File: config.mk
export PLATFORM = sky130hd
export DESIGN_NAME = tpcr_step_unit
export DESIGN_NICKNAME = d
export VERILOG_FILES = /design/src/rtl/tpcr_pkg.sv /design/src/rtl/tpcr_step_unit.sv
export SDC_FILE = /design/constraint.sdc
export NUM_CORES = 1
export LEC_CHECK = 0
export BUFFER_PORTS_ARGS = -buffer_cell sky130_fd_sc_hd__buf_4
export CAP_MARGIN = 20
export CORE_MARGIN = 4
export CORE_UTILIZATION = 60
export DETAILED_ROUTE_END_ITERATION = 12
export PLACE_DENSITY = 0.9
export SLEW_MARGIN = 20
export SYNTH_ARGS = -nofsm -noshare
export SYNTH_HDL_FRONTEND = slang
export SYNTH_SLANG_ARGS = --single-unit
File: constraint.sdc
create_clock -name clk -period 6.4 [get_ports clk]
set_input_delay 0.64 -clock clk [delete_from_list [all_inputs] [get_ports clk]]
set_output_delay 0.64 -clock clk [all_outputs]
set_load 0.1 [all_outputs]
File: src/rtl/tpcr_pkg.sv
// Shared types, sizes and tables for the trail point Catmull-Rom smoother.
// Depends on nothing; the step unit, top level, checker and testbench import it.
`default_nettype none

package tpcr_pkg;

  localparam int TRAIL_POINTS = 32;
  localparam int STORE_DEPTH  = TRAIL_POINTS - 1;
  localparam int ADDR_W       = $clog2(STORE_DEPTH);
  localparam int VTX_W        = $clog2(TRAIL_POINTS);
  localparam int ECNT_W       = $clog2(TRAIL_POINTS + 1);
  localparam int AXES         = 3;

  localparam int COORD_W = 32;
  localparam int INDEX_W = 6;
  localparam int TEXV_W  = 17;

  localparam int IN_W      = 6 * COORD_W;
  localparam int OUT_U_LSB = INDEX_W + 3 * COORD_W;
  localparam int OUT_V_LSB = OUT_U_LSB + 1;
  localparam int OUT_W     = OUT_V_LSB + TEXV_W;

  localparam int FIRST_STEP = 2;
  localparam int LAST_STEP  = TRAIL_POINTS - 3;
  localparam int FLUSH_BASE = TRAIL_POINTS - 4;

  typedef enum logic [2:0] {
    ST_IDLE,
    ST_FILL,
    ST_SWEEP,
    ST_FLUSH,
    ST_EMIT
  } state_t;

  typedef enum logic [1:0] {
    AX_X,
    AX_Y,
    AX_Z
  } axis_t;

  typedef logic [COORD_W-1:0] coord_t;
  typedef logic [TEXV_W-1:0]  tex_v_t;
  typedef tex_v_t             tex_v_table_t [TRAIL_POINTS];

  typedef struct packed {
    coord_t p0;
    coord_t p1;
    coord_t p2;
    coord_t p3;
  } window_t;

  typedef struct packed {
    logic              valid;
    axis_t             axis;
    logic [ADDR_W-1:0] addr;
  } fetch_t;

  typedef struct packed {
    logic   valid;
    axis_t  axis;
    coord_t p0;
    coord_t p1;
    coord_t p2;
  } result_t;

  function automatic tex_v_table_t build_tex_v();
    tex_v_table_t t;
    for (int k = 0; k < TRAIL_POINTS; k++) begin
      if (k == 0) begin
        t[k] = '0;
      end else begin
        t[k] = TEXV_W'(((k - 1) << 16) / (TRAIL_POINTS - 2));
      end
    end
    return t;
  endfunction

  localparam tex_v_table_t TEX_V = build_tex_v();

endpackage

`default_nettype wire

File: src/rtl/tpcr_step_unit.sv
// Pipelined smoothing step unit shared by the three axes in turn.
// Depends on tpcr_pkg.
`default_nettype none

module tpcr_step_unit (
  input  logic                          clk,
  input  logic                          rst,
  input  logic                          issue_valid,
  input  tpcr_pkg::axis_t               issue_axis,
  input  logic [tpcr_pkg::ADDR_W-1:0]   issue_step,
  input  tpcr_pkg::window_t             issue_win,
  output tpcr_pkg::fetch_t              fetch,
  output tpcr_pkg::result_t             result
);

  import tpcr_pkg::*;

  localparam int SUM_W = COORD_W + 1;
  localparam int ACC_W = COORD_W + 6;
  localparam int MID_W = COORD_W + 2;
  localparam int HLF_W = MID_W + 1;

  function automatic coord_t sat(input logic [MID_W-1:0] v);
    logic [MID_W-COORD_W:0] top;
    top = v[MID_W-1:COORD_W-1];
    if ((&top) || !(|top)) begin
      return v[COORD_W-1:0];
    end else if (v[MID_W-1]) begin
      return {1'b1, {(COORD_W-1){1'b0}}};
    end else begin
      return {1'b0, {(COORD_W-1){1'b1}}};
    end
  endfunction

  logic [SUM_W-1:0]  sum_e, sum_f, sum_d;
  logic [SUM_W-1:0]  a_e, a_f;
  coord_t            a_d, a_p1, a_p2;
  axis_t             a_axis;
  logic              a_valid;
  logic [ADDR_W-1:0] a_addr;
  logic [ACC_W-1:0]  acc;
  logic [MID_W-1:0]  b_m;
  coord_t            b_d, b_p1, b_p2;
  axis_t             b_axis;
  logic              b_valid;
  logic [HLF_W-1:0]  half_b, half_c;

  assign sum_e = {issue_win.p1[COORD_W-1], issue_win.p1}
               + {issue_win.p2[COORD_W-1], issue_win.p2};
  assign sum_f = {issue_win.p0[COORD_W-1], issue_win.p0}
               + {issue_win.p3[COORD_W-1], issue_win.p3};
  assign sum_d = {issue_win.p2[COORD_W-1], issue_win.p2}
               + {issue_win.p3[COORD_W-1], issue_win.p3};

  // Nine times the inner sum less the outer sum; the midpoint is its top bits.
  assign acc = {{5{a_e[SUM_W-1]}}, a_e}
             + {{2{a_e[SUM_W-1]}}, a_e, 3'b000}
             - {{5{a_f[SUM_W-1]}}, a_f};

  assign half_b = {b_m[MID_W-1], b_m} + {{3{b_p1[COORD_W-1]}}, b_p1};
  assign half_c = {b_m[MID_W-1], b_m} + {{3{b_p2[COORD_W-1]}}, b_p2};

  always_ff @(posedge clk) begin
    if (rst) begin
      a_valid <= 1'b0;
      b_valid <= 1'b0;
    end else begin
      a_valid <= issue_valid;
      b_valid <= a_valid;
    end
  end

  always_ff @(posedge clk) begin
    a_e    <= sum_e;
    a_f    <= sum_f;
    a_d    <= sum_d[SUM_W-1:1];
    a_p1   <= issue_win.p1;
    a_p2   <= issue_win.p2;
    a_axis <= issue_axis;
    a_addr <= issue_step + ADDR_W'(1);
    b_m    <= acc[ACC_W-1:4];
    b_d    <= a_d;
    b_p1   <= a_p1;
    b_p2   <= a_p2;
    b_axis <= a_axis;
  end

  assign fetch.valid = a_valid;
  assign fetch.axis  = a_axis;
  assign fetch.addr  = a_addr;

  assign result.valid = b_valid;
  assign result.axis  = b_axis;
  assign result.p0    = sat(half_b[HLF_W-1:1]);
  assign result.p1    = sat(half_c[HLF_W-1:1]);
  assign result.p2    = b_d;

endmodule

`default_nettype wire

==> metrics.txt <==
Wirelength per Cell 18.3 µm; Worst EP required 5.76 ns; clk_lat worst skew 0.56 ns; WP buf/inv 1; max-cap viol count 0; Synth cell types 71; Core ar. 27900 µm²; Worst setup SP type flip-flop; Post-DP HPWL 36100 µm; Clock Skews 0.0129 ns; status complete, no violations; Worst Hold Class input port to flip-flop; CTS Hold Buffers Added 0; Starting Density 0.610; final hold vios 0; Sink Count 303; fin crit share 0.829; initial drt markers 1008; Port Buffers 244; largest net degree at the start of global routing 32; area of the mapped netlist 17000 µm²; CTS tree yes; ys flop type dfxtp_1; Cell Rows 61; Seq/Total Area, Yosys 0.357; EDFF count, synth 0; slew margin rel. 0.434; crit path launch b_m[0]$_DFF_P_; vias in the first global route 14.2k; # DRC 0; deepest clock path buffer count 3; RSZ-0062 raised after global routing no; first-pass GRT wire length 71600 µm; CP Class flip-flop to output pin; Die H 176 µm; worst path cell trace and2_1 -> fa_1 -> a21oi_1 -> o2111ai_1 -> and3_1 -> o41a_1 -> o2111ai_1 -> o211ai_1 -> nand3_1 -> a31oi_1 -> a21oi_4 -> o21ai_0 -> buf_4; Worst EP arrival 4.66 ns; detail-routed via count per cell 5.81; cell with the most instances on the worst path o2111ai_1; critical path's slowest cell a21oi_4; Top delay family on crit path compound AO/OA/AOI/OAI gates; actual slew at the worst max-slew pin 0.827 ns; endpoints failing setup 0; Synth-to-Final Area Change 19.0%; Final Max Slew Viols 0; drt total wl 45200 µm; cts repair resizes 0; Clk Tree Root Cell clkbuf_16; Layout Nets 2437; synthesized instance count 1814; die width 176 µm; peak per-stage delay on the critical path 0.66 ns; Final Critical Period 5.30 ns; fmax 189 MHz; H-tree levels 1; TritonCTS Buffers 31; clk slew on worst S/H paths 0.07 ns; endpoint type of the worst setup path output pin; worst hold path startpoint issue_axis[0]; initial antenna violation count 3; fill cell count 1961; antenna viol nets, final 0; share of cells above drive strength 1 0.154; largest fanout on the critical path 31; num ports 245; DR pass1 iterations 5; Total GRT Usage 0.281; async set-or-reset flop fraction in the synthesized netlist 0; Die ar. 31100 µm²; post-CTS setup repair buffer count 0; setup tns final 0 ns; RD Place Congestion 0.925; FF-to-FF Start a_e[5]$_DFF_P_; GRT overflow 0; Yosys reg bits 303; post-synth net total 2188; total number of vias 14.3k; Syn Area/Cell 9.37 µm²; Ys Warns 0
logic make-up (layout without fill, tap and decap cells):
| logic type | count (synthesis) | in the layout | share of synthesized area |
|---|---|---|---|
| adders and majority gates | 236 | 236 | 0.190 |
| and+or+nand+nor | 358 | 358 | 0.105 |
| other | 0 | 3 | 0 |
| DFF | 303 | 303 | 0.357 |
| xor gates and xnor gates | 176 | 176 | 0.0911 |
| buffers and inverters | 173 | 446 | 0.0409 |
| muxes | 1 | 1 | 0.000589 |
| AOI/OAI and AO/OA | 567 | 567 | 0.215 |
sequential cells by signal, indices dropped and copies added, names as in the netlist:
signal,count
a_addr,5
a_d,32
a_axis,2
a_e,33
b_d,32
a_p1,32
a_valid,1
a_p2,32
b_m,34
b_axis,2
b_p1,32
b_valid,1
a_f,33
b_p2,32
cell type report:
type                       instances  area (µm²)  area share
sequential                       303        6070       0.300
multi-input combinational       1338       10300       0.507
timing repair buffer             245        1840      0.0909
tap                              378         473      0.0234
clock inverter                    22         253      0.0125
inverter                         144         541      0.0267
clock buffer                      35         791      0.0391
antenna                            3        7.51    0.000371
layer usage:
layer,routed length [µm],vias to the layer above,GRT usage
li1,-,6956,-
met1,20100,6646,0.391
met2,20300,632,0.461
met3,3510,111,0.0355
met4,1370,0,0.0809
met5,0,-,0
synthesized netlist by cell type, drive strengths merged, types with 3 or more instances:
cell	n	share of area
a211oi	11	0.0049
a41oi	5	0.0026
and3	22	0.0082
o211ai	13	0.0057
ha	199	0.15
and4	5	0.0026
nand4	17	0.0063
a211o	3	0.0015
o21ai	118	0.035
buf	9	0.0045
o21a	23	0.010
a221oi	6	0.0035
nor4	5	0.0018
a31oi	19	0.0079
inv	144	0.032
nand2b	22	0.0081
and2	12	0.0044
o22ai	4	0.0015
a221o	4	0.0024
nor2b	28	0.010
o211a	3	0.0018
xor2	71	0.037
o21bai	27	0.012
nand3	35	0.010
o31ai	10	0.0044
a21oi	162	0.048
a2bb2oi	3	0.0015
clkbuf	20	0.0046
a31o	6	0.0031
nor2	83	0.018
or2	5	0.0018
fa	37	0.044
o31a	5	0.0026
xnor2	105	0.054
nor3	31	0.0091
or4	3	0.0013
dfxtp	303	0.36
a21o	118	0.052
a2111oi	6	0.0031
o2111ai	3	0.0015
or3	7	0.0026
nand2	77	0.017
per-stage QoR:
stage / hold slack, ns / util / area, µm² / std cells / setup slack (ns)
5_1_grt: 0.176 / 0.726 / 20200 / 2468 / 0.866
6_report: 0.191 / 0.726 / 20200 / 2468 / 1.10
2_1_floorplan: 0.310 / - / 17000 / 1814 / 0.878
3_3_place_gp: 0.310 / 0.688 / 19200 / 2408 / 1.67
4_1_cts: 0.170 / 0.725 / 20200 / 2465 / 0.762
3_5_place_dp: 0.312 / 0.688 / 19200 / 2408 / 1.42
cells in the final DEF, fill, tap and decap left out, drive strengths merged, types with 6 or more instances in the layout:
cell | Yosys | final
nand4 | 17 | 17
o211ai | 13 | 13
xor2 | 71 | 71
nand2b | 22 | 22
a21oi | 162 | 162
o21a | 23 | 23
a31o | 6 | 6
a21o | 118 | 118
o21bai | 27 | 27
nand2 | 77 | 77
clkbuf | 20 | 35
and3 | 22 | 22
xnor2 | 105 | 105
a31oi | 19 | 19
clkinv | 0 | 9
nor2b | 28 | 28
ha | 199 | 199
buf | 9 | 245
a2111oi | 6 | 6
inv | 144 | 152
o31ai | 10 | 10
o21ai | 118 | 118
or3 | 7 | 7
nor3 | 31 | 31
dfxtp | 303 | 303
a211oi | 11 | 11
a221oi | 6 | 6
nand3 | 35 | 35
fa | 37 | 37
nor2 | 83 | 83
and2 | 12 | 12
path summary, 6_finish.rpt:
path,slack (ns),to,cells after the start
max,1.10,result[34],13
min,0.19,a_axis[0]$_DFF_P_,1
max reg2reg,2.30,b_m[24]$_DFF_P_,13
min reg2reg,0.32,b_d[30]$_DFF_P_,0
Power is not shown: default switching activity piles up to over one toggle a cycle in this logic, so the estimate is an artifact.
